**config.mk**
```make
export PLATFORM = sky130hd
export DESIGN_NAME = ps2_keyboard_line_editor
export DESIGN_NICKNAME = d
export VERILOG_FILES = /design/src/rtl/core/kbd_pkg.sv /design/src/rtl/core/ps2_keyboard_line_editor.sv /design/src/rtl/core/kbd_ram.sv /design/src/rtl/core/kbd_front.sv /design/src/rtl/core/kbd_cmd_fifo.sv /design/src/rtl/core/kbd_back.sv
export SDC_FILE = /design/constraint.sdc
export NUM_CORES = 1
export LEC_CHECK = 0
export ABC_AREA = 1
export BUFFER_PORTS_ARGS = -buffer_cell sky130_fd_sc_hd__buf_4
export CORE_MARGIN = 4
export CORE_UTILIZATION = 28
export DETAILED_ROUTE_END_ITERATION = 10
export PLACE_DENSITY = 0.5
export SLEW_MARGIN = 20
export SYNTH_ARGS = -nofsm -noshare
export SYNTH_HDL_FRONTEND = slang
export SYNTH_HIERARCHICAL = 1
export SYNTH_SLANG_ARGS = --single-unit
```
**constraint.sdc**
```tcl
create_clock -name i_clk -period 4.2 [get_ports i_clk]
set_input_delay 0.21 -clock i_clk [delete_from_list [all_inputs] [get_ports i_clk]]
set_output_delay 0.21 -clock i_clk [all_outputs]
set_load 0.005 [all_outputs]
```
**src/rtl/core/kbd_pkg.sv**
```systemverilog
// Shared types, constants and scancode tables for the keyboard line editor.
`default_nettype none

package kbd_pkg;

    localparam int INPUT_BUFFER_LEN = 64;
    localparam int LINE_CAP         = INPUT_BUFFER_LEN - 2;
    localparam int ADDR_W           = $clog2(LINE_CAP);
    localparam int LEN_W            = $clog2(LINE_CAP + 1);
    localparam int QDEPTH           = 4;
    localparam int QAW              = $clog2(QDEPTH);

    typedef logic [7:0]        t_byte;
    typedef logic [LEN_W-1:0]  t_len;
    typedef logic [ADDR_W-1:0] t_addr;

    localparam t_len LEN_ONE = t_len'(1);
    localparam t_len LEN_CAP = t_len'(LINE_CAP);

    localparam t_byte KEY_PREFIX  = 8'hE0;
    localparam t_byte KEY_RELEASE = 8'h80;
    localparam t_byte KEY_LSHIFT  = 8'h2A;
    localparam t_byte KEY_RSHIFT  = 8'h36;
    localparam t_byte KEY_CTRL    = 8'h1D;
    localparam t_byte KEY_CAPS    = 8'h3A;
    localparam t_byte NAV_LEFT    = 8'h4B;
    localparam t_byte NAV_RIGHT   = 8'h4D;
    localparam t_byte NAV_HOME    = 8'h47;
    localparam t_byte NAV_END     = 8'h4F;
    localparam t_byte NAV_DEL     = 8'h53;
    localparam t_byte CODE_LIMIT  = 8'h40;

    localparam t_byte CH_BS       = 8'h08;
    localparam t_byte CH_TAB      = 8'h09;
    localparam t_byte CH_LF       = 8'h0A;
    localparam t_byte CH_CR       = 8'h0D;
    localparam t_byte CH_SPACE    = 8'h20;
    localparam t_byte CH_DEL      = 8'h7F;
    localparam t_byte CH_LC_A     = 8'h61;
    localparam t_byte CH_LC_Z     = 8'h7A;
    localparam t_byte CASE_BIT    = 8'h20;
    localparam t_byte CTRL_MASK   = 8'h1F;

    typedef enum logic [2:0] {
        OP_INS,
        OP_BS,
        OP_DEL,
        OP_LEFT,
        OP_RIGHT,
        OP_HOME,
        OP_END,
        OP_ENTER
    } t_op;

    typedef struct packed {
        t_op   op;
        t_byte ch;
    } t_cmd;

    typedef enum logic [2:0] {
        S_IDLE,
        S_INS,
        S_INS_FIN,
        S_REM,
        S_OUT,
        S_NL
    } t_state;

    function automatic t_byte plain_map(input logic [5:0] idx);
        t_byte v;
        unique case (idx)
            6'h01: v = 8'h1B;
            6'h02: v = 8'h31;
            6'h03: v = 8'h32;
            6'h04: v = 8'h33;
            6'h05: v = 8'h34;
            6'h06: v = 8'h35;
            6'h07: v = 8'h36;
            6'h08: v = 8'h37;
            6'h09: v = 8'h38;
            6'h0A: v = 8'h39;
            6'h0B: v = 8'h30;
            6'h0C: v = 8'h2D;
            6'h0D: v = 8'h3D;
            6'h0E: v = 8'h08;
            6'h0F: v = 8'h09;
            6'h10: v = 8'h71;
            6'h11: v = 8'h77;
            6'h12: v = 8'h65;
            6'h13: v = 8'h72;
            6'h14: v = 8'h74;
            6'h15: v = 8'h79;
            6'h16: v = 8'h75;
            6'h17: v = 8'h69;
            6'h18: v = 8'h6F;
            6'h19: v = 8'h70;
            6'h1A: v = 8'h5B;
            6'h1B: v = 8'h5D;
            6'h1C: v = 8'h0A;
            6'h1E: v = 8'h61;
            6'h1F: v = 8'h73;
            6'h20: v = 8'h64;
            6'h21: v = 8'h66;
            6'h22: v = 8'h67;
            6'h23: v = 8'h68;
            6'h24: v = 8'h6A;
            6'h25: v = 8'h6B;
            6'h26: v = 8'h6C;
            6'h27: v = 8'h3B;
            6'h28: v = 8'h27;
            6'h29: v = 8'h60;
            6'h2B: v = 8'h5C;
            6'h2C: v = 8'h7A;
            6'h2D: v = 8'h78;
            6'h2E: v = 8'h63;
            6'h2F: v = 8'h76;
            6'h30: v = 8'h62;
            6'h31: v = 8'h6E;
            6'h32: v = 8'h6D;
            6'h33: v = 8'h2C;
            6'h34: v = 8'h2E;
            6'h35: v = 8'h2F;
            6'h37: v = 8'h2A;
            6'h39: v = 8'h20;
            default: v = 8'h00;
        endcase
        return v;
    endfunction

    function automatic t_byte shift_map(input logic [5:0] idx);
        t_byte v;
        unique case (idx)
            6'h02: v = 8'h21;
            6'h03: v = 8'h40;
            6'h04: v = 8'h23;
            6'h05: v = 8'h24;
            6'h06: v = 8'h25;
            6'h07: v = 8'h5E;
            6'h08: v = 8'h26;
            6'h09: v = 8'h2A;
            6'h0A: v = 8'h28;
            6'h0B: v = 8'h29;
            6'h0C: v = 8'h5F;
            6'h0D: v = 8'h2B;
            6'h1A: v = 8'h7B;
            6'h1B: v = 8'h7D;
            6'h27: v = 8'h3A;
            6'h28: v = 8'h22;
            6'h29: v = 8'h7E;
            6'h2B: v = 8'h7C;
            6'h33: v = 8'h3C;
            6'h34: v = 8'h3E;
            6'h35: v = 8'h3F;
            6'h37: v = 8'h2A;
            default: v = 8'h00;
        endcase
        return v;
    endfunction

endpackage

`default_nettype wire

```
**src/rtl/core/ps2_keyboard_line_editor.sv**
```systemverilog
// Top level: PS/2 set-1 keyboard decoder with line editing and line commit stream.
// Input beats are taken one per cycle while the 4-entry command queue has room.
// Back end: moves and appends finish in idle, mid-line insert shifts the tail up then writes
// the char, inner delete/backspace shift the tail down, commit streams the line then LF.
// A commit streams one beat per cycle from the line RAM read port when the sink is ready.
// Synchronous active-low reset clears modifiers, queue, length, cursor and output valid.
`default_nettype none

module ps2_keyboard_line_editor import kbd_pkg::*; (
    input  wire logic       i_clk,
    input  wire logic       i_rst_n,
    input  wire logic       i_s_axis_tvalid,
    output logic            o_s_axis_tready,
    input  wire logic [7:0] i_s_axis_tdata,  // [7:0] scan_code
    input  wire logic [0:0] i_s_axis_tuser,  // [0] from_aux
    output logic            o_m_axis_tvalid,
    input  wire logic       i_m_axis_tready,
    output logic      [7:0] o_m_axis_tdata,  // [7:0] char_out
    output logic            o_m_axis_tlast   // line_end
);

    logic fifo_full;
    logic fe_push;
    t_cmd fe_cmd;
    logic q_valid;
    t_cmd q_cmd;
    logic q_pop;

    kbd_front u_front (
        .i_clk       (i_clk),
        .i_rst_n     (i_rst_n),
        .i_valid     (i_s_axis_tvalid),
        .i_scan_code (i_s_axis_tdata),
        .i_from_aux  (i_s_axis_tuser[0]),
        .i_full      (fifo_full),
        .o_ready     (o_s_axis_tready),
        .o_push      (fe_push),
        .o_cmd       (fe_cmd)
    );

    kbd_cmd_fifo u_fifo (
        .i_clk   (i_clk),
        .i_rst_n (i_rst_n),
        .i_push  (fe_push),
        .i_cmd   (fe_cmd),
        .o_full  (fifo_full),
        .o_valid (q_valid),
        .i_pop   (q_pop),
        .o_cmd   (q_cmd)
    );

    kbd_back u_back (
        .i_clk           (i_clk),
        .i_rst_n         (i_rst_n),
        .i_cmd_valid     (q_valid),
        .i_cmd           (q_cmd),
        .o_cmd_pop       (q_pop),
        .o_m_axis_tvalid (o_m_axis_tvalid),
        .i_m_axis_tready (i_m_axis_tready),
        .o_m_axis_tdata  (o_m_axis_tdata),
        .o_m_axis_tlast  (o_m_axis_tlast)
    );

endmodule

`default_nettype wire

```
**src/rtl/core/kbd_ram.sv**
```systemverilog
// Generic single-write, single-read RAM with registered read data.
`default_nettype none

module kbd_ram #(
    parameter int WIDTH = 8,
    parameter int DEPTH = 62
) (
    input  wire logic                     i_clk,
    input  wire logic                     i_we,
    input  wire logic [$clog2(DEPTH)-1:0] i_waddr,
    input  wire logic [WIDTH-1:0]         i_wdata,
    input  wire logic [$clog2(DEPTH)-1:0] i_raddr,
    output logic      [WIDTH-1:0]         o_rdata
);

    logic [WIDTH-1:0] r_mem [DEPTH];

    always_ff @(posedge i_clk) begin
        if (i_we) begin
            r_mem[i_waddr] <= i_wdata;
        end
        o_rdata <= r_mem[i_raddr];
    end

endmodule

`default_nettype wire

```
**src/rtl/core/kbd_front.sv**
```systemverilog
// Front end: takes scancode beats, tracks modifiers and prefix, emits edit commands.
`default_nettype none

module kbd_front import kbd_pkg::*; (
    input  wire logic  i_clk,
    input  wire logic  i_rst_n,
    input  wire logic  i_valid,
    input  wire t_byte i_scan_code,
    input  wire logic  i_from_aux,
    input  wire logic  i_full,
    output logic       o_ready,
    output logic       o_push,
    output t_cmd       o_cmd
);

    logic r_shift, n_shift;
    logic r_ctrl, n_ctrl;
    logic r_caps, n_caps;
    logic r_prefix, n_prefix;

    logic  accept;
    logic  nav_valid;
    t_op   nav_op;
    logic  chr_valid;
    t_op   chr_op;
    t_byte chr;

    assign o_ready = !i_full;
    assign accept  = i_valid && !i_full;

    always_comb begin
        nav_valid = 1'b1;
        nav_op    = OP_LEFT;
        if (i_scan_code == NAV_LEFT) begin
            nav_op = OP_LEFT;
        end else if (i_scan_code == NAV_RIGHT) begin
            nav_op = OP_RIGHT;
        end else if (i_scan_code == NAV_HOME) begin
            nav_op = OP_HOME;
        end else if (i_scan_code == NAV_END) begin
            nav_op = OP_END;
        end else if (i_scan_code == NAV_DEL) begin
            nav_op = OP_DEL;
        end else begin
            nav_valid = 1'b0;
        end
    end

    always_comb begin
        t_byte base;
        t_byte sym;
        base = plain_map(i_scan_code[5:0]);
        sym  = shift_map(i_scan_code[5:0]);
        if (base >= CH_LC_A && base <= CH_LC_Z) begin
            if (r_ctrl) begin
                chr = base & CTRL_MASK;
            end else if (r_shift ^ r_caps) begin
                chr = base - CASE_BIT;
            end else begin
                chr = base;
            end
        end else if (r_shift && sym != 8'h00) begin
            chr = sym;
        end else begin
            chr = base;
        end
        chr_valid = 1'b1;
        chr_op    = OP_INS;
        if (chr == CH_LF || chr == CH_CR) begin
            chr_op = OP_ENTER;
        end else if (chr == CH_BS) begin
            chr_op = OP_BS;
        end else if (chr == CH_TAB || (chr >= CH_SPACE && chr < CH_DEL)) begin
            chr_op = OP_INS;
        end else begin
            chr_valid = 1'b0;
        end
    end

    always_comb begin
        n_shift  = r_shift;
        n_ctrl   = r_ctrl;
        n_caps   = r_caps;
        n_prefix = r_prefix;
        o_push   = 1'b0;
        o_cmd    = '{op: OP_INS, ch: chr};
        if (accept && !i_from_aux) begin
            priority if (i_scan_code == KEY_PREFIX) begin
                n_prefix = 1'b1;
            end else if (r_prefix) begin
                n_prefix = 1'b0;
                if ((i_scan_code & KEY_RELEASE) == 8'h00) begin
                    o_push   = nav_valid;
                    o_cmd.op = nav_op;
                end
            end else if ((i_scan_code & KEY_RELEASE) != 8'h00) begin
                if ((i_scan_code & ~KEY_RELEASE) == KEY_LSHIFT ||
                    (i_scan_code & ~KEY_RELEASE) == KEY_RSHIFT) begin
                    n_shift = 1'b0;
                end else if ((i_scan_code & ~KEY_RELEASE) == KEY_CTRL) begin
                    n_ctrl = 1'b0;
                end
            end else if (i_scan_code == KEY_LSHIFT || i_scan_code == KEY_RSHIFT) begin
                n_shift = 1'b1;
            end else if (i_scan_code == KEY_CTRL) begin
                n_ctrl = 1'b1;
            end else if (i_scan_code == KEY_CAPS) begin
                n_caps = !r_caps;
            end else if (i_scan_code >= CODE_LIMIT) begin
                o_push   = nav_valid;
                o_cmd.op = nav_op;
            end else begin
                o_push   = chr_valid;
                o_cmd.op = chr_op;
            end
        end
    end

    always_ff @(posedge i_clk) begin
        if (!i_rst_n) begin
            r_shift  <= 1'b0;
            r_ctrl   <= 1'b0;
            r_caps   <= 1'b0;
            r_prefix <= 1'b0;
        end else begin
            r_shift  <= n_shift;
            r_ctrl   <= n_ctrl;
            r_caps   <= n_caps;
            r_prefix <= n_prefix;
        end
    end

endmodule

`default_nettype wire

```
**src/rtl/core/kbd_cmd_fifo.sv**
```systemverilog
// Short command queue between the decode front end and the line editor back end.
`default_nettype none

module kbd_cmd_fifo import kbd_pkg::*; (
    input  wire logic i_clk,
    input  wire logic i_rst_n,
    input  wire logic i_push,
    input  wire t_cmd i_cmd,
    output logic      o_full,
    output logic      o_valid,
    input  wire logic i_pop,
    output t_cmd      o_cmd
);

    t_cmd             r_mem [QDEPTH];
    logic [QAW-1:0]   r_wp, r_rp;
    logic [QAW:0]     r_cnt;
    logic             do_push, do_pop;

    assign o_full  = (r_cnt == (QAW+1)'(QDEPTH));
    assign o_valid = (r_cnt != '0);
    assign o_cmd   = r_mem[r_rp];
    assign do_push = i_push && !o_full;
    assign do_pop  = i_pop && o_valid;

    always_ff @(posedge i_clk) begin
        if (do_push) begin
            r_mem[r_wp] <= i_cmd;
        end
    end

    always_ff @(posedge i_clk) begin
        if (!i_rst_n) begin
            r_wp  <= '0;
            r_rp  <= '0;
            r_cnt <= '0;
        end else begin
            if (do_push) begin
                r_wp <= r_wp + 1'b1;
            end
            if (do_pop) begin
                r_rp <= r_rp + 1'b1;
            end
            unique case ({do_push, do_pop})
                2'b10:   r_cnt <= r_cnt + 1'b1;
                2'b01:   r_cnt <= r_cnt - 1'b1;
                default: r_cnt <= r_cnt;
            endcase
        end
    end

endmodule

`default_nettype wire

```
**src/rtl/core/kbd_back.sv**
```systemverilog
// Back end: executes edit commands on the line store and streams committed lines.
`default_nettype none

module kbd_back import kbd_pkg::*; (
    input  wire logic  i_clk,
    input  wire logic  i_rst_n,
    input  wire logic  i_cmd_valid,
    input  wire t_cmd  i_cmd,
    output logic       o_cmd_pop,
    output logic       o_m_axis_tvalid,
    input  wire logic  i_m_axis_tready,
    output t_byte      o_m_axis_tdata,
    output logic       o_m_axis_tlast
);

    t_state r_state, n_state;
    t_len   r_len, n_len;
    t_len   r_cur, n_cur;
    t_len   r_ra, n_ra;
    t_byte  r_ch, n_ch;
    logic   r_ovalid;
    t_byte  r_odata;
    logic   r_olast;

    logic   out_free;
    logic   ram_we;
    t_addr  ram_waddr;
    t_byte  ram_wdata;
    t_byte  ram_rdata;
    logic   load;
    t_byte  ld_data;
    logic   ld_last;

    assign out_free = !r_ovalid || i_m_axis_tready;

    kbd_ram #(
        .WIDTH (8),
        .DEPTH (LINE_CAP)
    ) u_line_ram (
        .i_clk   (i_clk),
        .i_we    (ram_we),
        .i_waddr (ram_waddr),
        .i_wdata (ram_wdata),
        .i_raddr (n_ra[ADDR_W-1:0]),
        .o_rdata (ram_rdata)
    );

    always_comb begin
        n_state = r_state;
        unique case (r_state)
            S_IDLE: begin
                if (i_cmd_valid) begin
                    unique case (i_cmd.op)
                        OP_INS: begin
                            if (r_len < LEN_CAP && r_cur != r_len) n_state = S_INS;
                        end
                        OP_BS: begin
                            if (r_cur != '0 && r_cur < r_len) n_state = S_REM;
                        end
                        OP_DEL: begin
                            if (r_cur + LEN_ONE < r_len) n_state = S_REM;
                        end
                        OP_ENTER: begin
                            n_state = (r_len == '0) ? S_NL : S_OUT;
                        end
                        OP_LEFT, OP_RIGHT, OP_HOME, OP_END: begin
                            n_state = S_IDLE;
                        end
                    endcase
                end
            end
            S_INS: begin
                if (r_ra <= r_cur) n_state = S_INS_FIN;
            end
            S_INS_FIN: begin
                n_state = S_IDLE;
            end
            S_REM: begin
                if (r_ra + LEN_ONE >= r_len) n_state = S_IDLE;
            end
            S_OUT: begin
                if (out_free && r_ra + LEN_ONE >= r_len) n_state = S_NL;
            end
            S_NL: begin
                if (out_free) n_state = S_IDLE;
            end
            default: n_state = S_IDLE;
        endcase
    end

    always_comb begin
        n_len     = r_len;
        n_cur     = r_cur;
        n_ra      = r_ra;
        n_ch      = r_ch;
        o_cmd_pop = 1'b0;
        ram_we    = 1'b0;
        ram_waddr = '0;
        ram_wdata = r_ch;
        load      = 1'b0;
        ld_data   = ram_rdata;
        ld_last   = 1'b0;
        unique case (r_state)
            S_IDLE: begin
                o_cmd_pop = i_cmd_valid;
                if (i_cmd_valid) begin
                    unique case (i_cmd.op)
                        OP_INS: begin
                            if (r_len < LEN_CAP) begin
                                n_ch = i_cmd.ch;
                                if (r_cur == r_len) begin
                                    ram_we    = 1'b1;
                                    ram_waddr = r_cur[ADDR_W-1:0];
                                    ram_wdata = i_cmd.ch;
                                    n_len     = r_len + LEN_ONE;
                                    n_cur     = r_cur + LEN_ONE;
                                end else begin
                                    n_ra = r_len - LEN_ONE;
                                end
                            end
                        end
                        OP_BS: begin
                            if (r_cur != '0) begin
                                n_cur = r_cur - LEN_ONE;
                                if (r_cur < r_len) begin
                                    n_ra = r_cur;
                                end else begin
                                    n_len = r_len - LEN_ONE;
                                end
                            end
                        end
                        OP_DEL: begin
                            if (r_cur < r_len) begin
                                if (r_cur + LEN_ONE < r_len) begin
                                    n_ra = r_cur + LEN_ONE;
                                end else begin
                                    n_len = r_len - LEN_ONE;
                                end
                            end
                        end
                        OP_LEFT: begin
                            if (r_cur != '0) n_cur = r_cur - LEN_ONE;
                        end
                        OP_RIGHT: begin
                            if (r_cur < r_len) n_cur = r_cur + LEN_ONE;
                        end
                        OP_HOME: begin
                            n_cur = '0;
                        end
                        OP_END: begin
                            n_cur = r_len;
                        end
                        OP_ENTER: begin
                            n_ra = '0;
                        end
                    endcase
                end
            end
            S_INS: begin
                ram_we    = 1'b1;
                ram_waddr = ADDR_W'(r_ra + LEN_ONE);
                ram_wdata = ram_rdata;
                if (r_ra > r_cur) n_ra = r_ra - LEN_ONE;
            end
            S_INS_FIN: begin
                ram_we    = 1'b1;
                ram_waddr = r_cur[ADDR_W-1:0];
                ram_wdata = r_ch;
                n_len     = r_len + LEN_ONE;
                n_cur     = r_cur + LEN_ONE;
            end
            S_REM: begin
                ram_we    = 1'b1;
                ram_waddr = ADDR_W'(r_ra - LEN_ONE);
                ram_wdata = ram_rdata;
                if (r_ra + LEN_ONE < r_len) begin
                    n_ra = r_ra + LEN_ONE;
                end else begin
                    n_len = r_len - LEN_ONE;
                end
            end
            S_OUT: begin
                if (out_free) begin
                    load = 1'b1;
                    if (r_ra + LEN_ONE < r_len) n_ra = r_ra + LEN_ONE;
                end
            end
            S_NL: begin
                if (out_free) begin
                    load    = 1'b1;
                    ld_data = CH_LF;
                    ld_last = 1'b1;
                    n_len   = '0;
                    n_cur   = '0;
                end
            end
            default: begin
                n_len = r_len;
            end
        endcase
    end

    always_ff @(posedge i_clk) begin
        if (!i_rst_n) begin
            r_state  <= S_IDLE;
            r_len    <= '0;
            r_cur    <= '0;
            r_ovalid <= 1'b0;
        end else begin
            r_state <= n_state;
            r_len   <= n_len;
            r_cur   <= n_cur;
            if (load) begin
                r_ovalid <= 1'b1;
            end else if (i_m_axis_tready) begin
                r_ovalid <= 1'b0;
            end
        end
    end

    always_ff @(posedge i_clk) begin
        r_ra <= n_ra;
        r_ch <= n_ch;
        if (load) begin
            r_odata <= ld_data;
            r_olast <= ld_last;
        end
    end

    assign o_m_axis_tvalid = r_ovalid;
    assign o_m_axis_tdata  = r_odata;
    assign o_m_axis_tlast  = r_olast;

`ifndef SYNTHESIS
    a_cursor_in_line: assert property (@(posedge i_clk) disable iff (!i_rst_n)
        r_cur <= r_len)
        else $error("cursor beyond end of line");
    a_length_cap: assert property (@(posedge i_clk) disable iff (!i_rst_n)
        r_len <= LEN_CAP)
        else $error("line length over capacity");
    a_last_is_newline: assert property (@(posedge i_clk) disable iff (!i_rst_n)
        (o_m_axis_tvalid && o_m_axis_tlast) |-> (o_m_axis_tdata == CH_LF))
        else $error("last beat is not a newline");
    a_out_index: assert property (@(posedge i_clk) disable iff (!i_rst_n)
        (r_state == S_OUT) |-> (r_ra < r_len))
        else $error("commit read past end of line");
    a_newline_clears: assert property (@(posedge i_clk) disable iff (!i_rst_n)
        (r_state == S_NL && out_free) |=> (r_len == '0 && r_cur == '0))
        else $error("line not cleared after commit");
`endif

endmodule

`default_nettype wire

```
==> results.py, run 1 <==
metrics = {
    "sta": {
        "worst_hold_slack_ps": 40.6,
        "rsz0062_at_grt": "false",
        "hold_violations": 0,
        "max_freq_mhz": 257,
        "finalMaxSlewViolations": 0,
        "min_period_ps": 3890,
        "period_share_pct": 92.5,
        "worstMarginPinSlew_ps": 828,
        "fin_ws_ps": 315,
        "skew_ps": 23.1,
        "setup_viol": 0,
        "relSlewSlack_pct": 44.8,
    },
    "pwr": {
        "p_total_mw": 30.4,
        "peakVddDrop_v": 0.000711,
        "p_per_area_mw_per_mm2": 890,
        "leakage_nw": 13.4,
    },
    "worst_setup_path": {
        "end_kind": "flip-flop",
        "worstPathArrival_ps": 4390,
        "worst_setup_path_start_kind": "flip-flop",
        "crit_start": "u_back/r_cur[0]",
        "worstPathRequired_ps": 4700,
        "worstPathMaxFanout": 19,
        "rrSetupSlack_ps": 310,
        "cp_slowest_stage_delay_ps": 410,
        "endpoint": "u_back/u_line_ram/o_rdata[7]",
        "path_class": "reg -> reg",
        "r2r-start": "u_back/r_cur[0]",
        "reg2regPathDepth": 26,
        "rr_endpoint": "u_back/u_line_ram/o_rdata[7]",
        "crit_top_cell": "nand2_1",
        "cp_slowest_cell": "dfxtp_1",
    },
    "clock_network": {
        "cts_root_buffer": "clkbuf_16",
        "cts.sinks": 600,
        "cts_buffers": 68,
        "clk_latency_ps": 610,
        "cts_buffer_depth": 3,
        "cts_tree": "done",
        "htreeDepth": 3,
        "path_clk_slew_ps": 60,
    },
    "die": {
        "initial_utilization_pct": 28.4,
        "num_io_pins": 24,
        "dieArea_mm2": 0.109,
        "coreArea_mm2": 0.102,
        "die_h_um": 330,
        "die_w_um": 330,
        "rows": 117,
    },
    "placement": {
        "hpwl_um": 55900,
        "io_buffers": 23,
        "gp_congestion": 0.913,
        "dpl_worst_slack_ps": -14.8,
        "dp.cells": 4518,
    },
    "yosys": {
        "yosys.cell_types.count": 51,
        "synthesis.nets": 3135,
        "synth_adder_area_share_pct": 2.18,
        "ys_seq_elements": 600,
        "ys_seq_area_share_pct": 60.6,
        "synth_top_family_by_area": "simple AND/OR/NAND/NOR gates",
        "muxShareOfSynthArea_pct": 0,
        "synthArstFlopShare_pct": 0,
        "synth_top_flop_cell": "edfxtp_1",
        "syn_area_mm2": 0.0290,
        "synth-xor-area-share_pct": 0.392,
        "synth.avg_cell_area_um2": 9.45,
        "ys.warnings.count": 6,
        "synth_compound_area_share_pct": 3.35,
        "synthCells": 3072,
        "synth-edff-count": 557,
        "yosys.area_share.simple_pct": 28.3,
    },
    "global_routing": {
        "grt_max_degree": 65,
        "grt_pass1_vias": 21332,
        "grt_overflow": 0,
        "antenna_found_initial": 0,
        "grt_pass1_wl_um": 130000,
        "grtUsageTotal_pct": 15.4,
    },
    "layout": {
        "final_cells": 4646,
        "area_growth_pct": 17.9,
        "diodes": 0,
        "nets": 3288,
        "drive_above_1_share_pct": 12.4,
    },
    "detailed_routing": {
        "route.detailed.drc": 0,
        "wire_per_inst_um": 18.2,
        "first_iter_violations": 1918,
        "first_pass_iters": 5,
        "ant_nets": 0,
        "vias": 21991,
        "wirelength_um": 84300,
        "viasPerCell": 4.73,
    },
    "worst_hold_path": {
        "min_path_type": "in -> reg",
    },
    "job": {
        "maxCapViolCount": 0,
    },
    "status": {
        "status": "finished clean",
    },
}
-- metrics by stage --
step | area, µm² | TNS, ps | util (%)
3_3_place_gp | 31900 | -53.7 | 31.2
4_1_cts | 34200 | 0 | 33.4
2_1_floorplan | 29000 | 0 | -
3_5_place_dp | 31900 | -14.8 | 31.2
5_1_grt | 34200 | 0 | 33.4
6_report | 34200 | 0 | 33.4
-- worst min path at each step --
stage | to | start | slack [ps] | depth (start not counted)
2_1_floorplan | u_fifo/r_cnt[2] | i_rst_n | 330 | 2
3_3_place_gp | u_front/r_caps | u_front/r_caps | 470 | 2
3_5_place_dp | u_front/r_caps | u_front/r_caps | 490 | 2
4_1_cts | u_front/r_ctrl | i_s_axis_tdata[7] | 6 | 4
5_1_grt | u_front/r_shift | i_s_axis_tdata[7] | 70 | 4
6_report | u_front/r_shift | i_s_axis_tdata[7] | 40 | 4
-- per-layer routing --
layer / global-route usage, % / vias to the layer above / share of wire (%)
met5: 0 / - / 0
met4: 4.44 / 0 / 2.3
met3: 1.94 / 108 / 4.5
met2: 25.5 / 518 / 47
met1: 21.1 / 10612 / 46
li1: - / 10753 / -
-- critical path: cells and delay by family (launching register included) --
kind,cells,cell delay [ps]
buffers and inverters,6,890
and+or+nand+nor,18,1950
adders and majority gates,1,290
DFF,1,410
AOI/OAI and AO/OA,1,220
-- report_power, final --
| part | switching (mW) | internal (mW) |
|---|---|---|
| clock network | 2.38 | 3.49 |
| logic | 11.6 | 5.36 |
| registers | 0.200 | 7.45 |
| total | 14.2 | 16.3 |
-- state kept, by name, summed over array words and instances, names as in the netlist, named ones only --
| register | count |
|---|---|
| u_back/r_ra | 6 |
| u_fifo/r_mem | 44 |
| u_back/u_line_ram/o_rdata | 8 |
| u_back/r_ch | 8 |
| u_back/r_len | 6 |
| u_back/o_m_axis_tlast | 1 |
| u_back/u_line_ram/r_mem | 496 |
| u_fifo/r_wp | 2 |
| u_fifo/r_cnt | 3 |
| u_front/r_prefix | 1 |
| u_back/r_cur | 6 |
| u_back/o_m_axis_tvalid | 1 |
| u_back/r_state | 3 |
| u_fifo/r_rp | 2 |
| u_back/o_m_axis_tdata | 8 |
| u_front/r_ctrl | 1 |
| u_front/r_shift | 1 |
| u_front/r_caps | 1 |
-- cell families (layout without fill, tap and decap cells) --
| family | count (synthesis) | count (layout) |
|---|---|---|
| AND/OR/NAND/NOR | 1902 | 1902 |
| flip-flops | 600 | 600 |
| buffers and inverters | 331 | 537 |
| AO/OA/AOI/OAI | 176 | 176 |
| adder cells (fa/ha/maj) | 50 | 50 |
| XOR/XNOR | 13 | 13 |
-- placed cells by master, fill, tap and decap left out, types with 7 or more instances in the layout --
master       n
ha_1        49
o22ai_1     15
nand2_1    988
o21ai_0     62
o21ai_1     21
a21oi_1     53
o211ai_1     8
inv_2       19
nor2_1     246
edfxtp_1   557
nand4_1     17
clkinv_1    18
buf_4      194
clkinv_2    13
nor2_4       9
clkbuf_16   71
dfxtp_1     41
xor2_1      11
clkbuf_1    12
nand3_1    567
nor3_1      17
nand2_2     17
nor2_2      12
inv_1      164
buf_12      24
nand2_4      7
-- cell type report --
cell class              count  area (µm²)
clock buffers              84        1840
clock inverters            39         364
fillers                 10443       68100
inverters                 190         731
multi-input cells        2141        9980
flip-flops and latches    600       17600
well taps                1368        1710
repair buffers            224        2000
-- cell usage after synthesis (4+ instances only) --
master,instances,area (µm²)
o21ai_1,21,105
nand2_1,994,3730
buf_4,24,180
nor3_1,17,85.1
o211ai_1,8,60.1
o21ai_0,62,310
inv_2,21,78.8
nand2_2,11,68.8
edfxtp_1,557,16700
buf_2,78,390
nand3b_1,6,45.0
nor2_1,248,931
nor2_4,9,101
clkbuf_1,25,93.8
o22ai_1,15,93.8
ha_1,49,613
nor2_2,10,62.6
dfxtp_1,43,861
nand4_1,17,106
nand2_4,7,78.8
nand3_2,4,40.0
buf_6,9,101
clkinv_1,4,15.0
xor2_1,11,96.3
nand3_1,569,2850
inv_1,164,616
a21oi_1,55,275
buf_1,5,18.8
-- timing repair --
item / 4_1_cts / 5_1_grt
gates resized for setup: 1 / 10
pin swaps: 0 / 0
endpoints found under the hold margin: 20 / 0
hold buffers: 5 / 0
endpoints found under the setup margin: 3 / 8
setup buffers: 0 / 0
No activity file was read; power rests on OpenSTA's default activity.
==> inputs of run 2 (changes only) <==
==> constraint.sdc (replaced) <==
create_clock -name i_clk -period 4.34 [get_ports i_clk]
set_input_delay 0.217 -clock i_clk [delete_from_list [all_inputs] [get_ports i_clk]]
set_output_delay 0.217 -clock i_clk [all_outputs]
set_load 0.005 [all_outputs]
==> run 2 against run 1 <==
  * Clock skew is 2.3 ps higher
  * Non-clock buffer count shrank 22
  * Sequential share of layout area increased by 0.22 points
  * Fmax fell by 2.8%
  * Final cell count is 0.45% lower
  * Hold slack got worse by 12 ps
  * Sequential cell count stayed put
  * Design area fell by 0.44%
  * Die area stayed put
  * Largest cell class unchanged
  * Critical endpoint is now u_back/u_line_ram/o_rdata[0]
  * Clock-buffer cell count up 4
  * Via count is 0.65% lower
  * Sequential power down 3.0%
==> results.py, run 2 (synthesis results as in run 1) <==
metrics = {
    "worst_setup_path": {
        "worstPathRequired_ps": 4880,
        "r2r-start": "u_back/r_ra[0]",
        "worstPathArrival_ps": 4540,
        "rr_endpoint": "u_back/u_line_ram/o_rdata[0]",
        "reg2regPathDepth": 26,
        "rrSetupSlack_ps": 340,
        "end_kind": "flip-flop",
        "worstPathMaxFanout": 42,
        "path_class": "reg -> reg",
        "worst_setup_path_start_kind": "flip-flop",
    },
    "layout": {
        "top_regs": "u_back/u_line_ram/r_mem x496, u_fifo/r_mem x44",
        "final_cells": 4625,
        "nets": 3267,
        "area_growth_pct": 17.4,
        "final_common_cell": "nand2_1",
        "largest_reg_flops": 496,
        "diodes": 0,
        "drive_above_1_share_pct": 11.9,
        "nFillCells": 10410,
        "mostFrequentLayoutCells": "989 x nand2_1, 569 x nand3_1, 557 x edfxtp_1, 247 x nor2_1, 171 x buf_4",
        "regMostFlops": "u_back/u_line_ram/r_mem",
    },
    "global_routing": {
        "antenna_found_initial": 1,
        "grt_pass1_vias": 21263,
        "grt_pass1_wl_um": 128000,
        "grt_max_degree": 67,
        "grtUsageTotal_pct": 15.1,
        "grt_overflow": 0,
    },
    "sta": {
        "fin_ws_ps": 341,
        "finalMaxSlewViolations": 0,
        "hold_violations": 0,
        "period_share_pct": 92.1,
        "max_freq_mhz": 250,
        "rsz0062_at_grt": "false",
        "relSlewSlack_pct": 40.1,
        "setup_tns_ps": 0,
        "min_period_ps": 4000,
        "skew_ps": 25.3,
        "setup_viol": 0,
        "worstMarginPinSlew_ps": 895,
    },
    "clock_network": {
        "cts_buffer_depth": 3,
        "cts_root_buffer": "clkbuf_16",
        "cts_tree": "done",
        "path_clk_slew_ps": 60,
        "cts.sinks": 600,
        "htreeDepth": 3,
        "clk_latency_ps": 610,
        "cts_buffers": 69,
    },
    "die": {
        "coreArea_mm2": 0.102,
        "die_h_um": 330,
        "num_io_pins": 24,
        "rows": 117,
        "initial_utilization_pct": 28.4,
        "dieArea_mm2": 0.109,
        "die_w_um": 330,
    },
    "placement": {
        "dpl_worst_slack_ps": 196,
        "hpwl_um": 55000,
        "io_buffers": 23,
        "dp.cells": 4495,
        "gp_congestion": 0.917,
    },
    "detailed_routing": {
        "first_pass_iters": 5,
        "wire_per_inst_um": 18.0,
        "route.detailed.drc": 0,
        "wirelength_um": 83100,
        "first_iter_violations": 1809,
        "ant_nets": 0,
        "vias": 21847,
        "viasPerCell": 4.72,
    },
    "pwr": {
        "p_per_area_mw_per_mm2": 856,
        "peakVddDrop_v": 0.000663,
        "leakage_nw": 13.3,
    },
    "job": {
        "maxCapViolCount": 0,
    },
    "worst_hold_path": {
        "min_to": "u_front/r_prefix",
        "min_path_type": "in -> reg",
        "hold_start": "i_s_axis_tdata[7]",
        "whs_path_depth": 3,
    },
    "status": {
        "status": "finished clean",
    },
}
[run 2: how the worst max path moves through the flow]
stage	startpoint	end	slack (ps)
floorplan	flip-flop	u_back/u_line_ram/r_mem[11][0]	900
global placement	u_back/r_ra[4]	u_back/u_line_ram/o_rdata[4]	280
detailed placement	u_back/r_ra[0]	u_back/u_line_ram/o_rdata[0]	200
CTS	u_back/r_ra[0]	u_back/u_line_ram/o_rdata[4]	180
global route	u_back/r_cur[1]	u_back/u_line_ram/o_rdata[0]	10
finish	u_back/r_ra[0]	u_back/u_line_ram/o_rdata[0]	340
[run 2: worst max-delay path: stages, from the launching register on]
cell	delay, ps
dfxtp_1	420
ha_1	220
nand2_1	80
nor2_1	120
xor2_1	310
ha_1	300
nand2_1	90
inv_1	40
nand2_1	110
nand2_1	100
nor2_4	200
nand2_1	70
nand3_1	70
nand3_1	80
nor2_1	200
a21oi_4	80
buf_12	150
clkinv_8	160
buf_12	250
nand2_1	80
nand3_1	80
nand3_1	90
nand3_1	170
nand2_1	80
nand2_1	60
nand3_1	190
nand2_1	120
[run 2: per-layer routing]
| layer | track usage, % | part of all wire (%) | routed length, µm |
|---|---|---|---|
| met1 | 20.6 | 45 | 37800 |
| met2 | 25.3 | 47 | 39400 |
| met3 | 1.78 | 4.5 | 3770 |
| met4 | 4.70 | 2.6 | 2160 |
| met5 | 0 | 0 | 0 |
[run 2: area by class of cell]
| class | count | area, µm² | share of cell area, % |
|---|---|---|---|
| Multi-Input combinational cell | 2141 | 9980 | 29.3 |
| Tap cell | 1368 | 1710 | 5.02 |
| Clock inverter | 36 | 292 | 0.856 |
| Timing Repair Buffer | 202 | 1890 | 5.54 |
| Inverter | 190 | 733 | 2.15 |
| Sequential cell | 600 | 17600 | 51.6 |
| Clock buffer | 88 | 1870 | 5.49 |
[run 2: power breakdown]
part / internal [mW] / total (mW) / switching [mW]
combinational: 5.07 / 16.1 / 11.1
sequential: 7.20 / 7.42 / 0.217
clock: 3.24 / 5.59 / 2.35
total: 15.5 / 29.2 / 13.6
[run 2: through the flow]
step / area (µm²) / total power [mW] / util [%] / hold WS (ps)
floorplan: 29000 / 17.5 / - / 337
global placement: 31800 / 23.5 / 31.1 / 473
detailed placement: 31800 / 23.5 / 31.1 / 489
CTS: 34000 / 29.2 / 33.2 / 2.89
global route: 34100 / 31.3 / 33.3 / 68.4
finish: 34100 / 29.2 / 33.3 / 28.8
[run 2: what timing repair did]
item / in CTS / in global routing
hold buffers: 3 / 0
hold endpoints to repair: 15 / 0
buffers inserted: 0 / 2
resized for setup: 0 / 9
endpoints found under the setup margin: 0 / 32
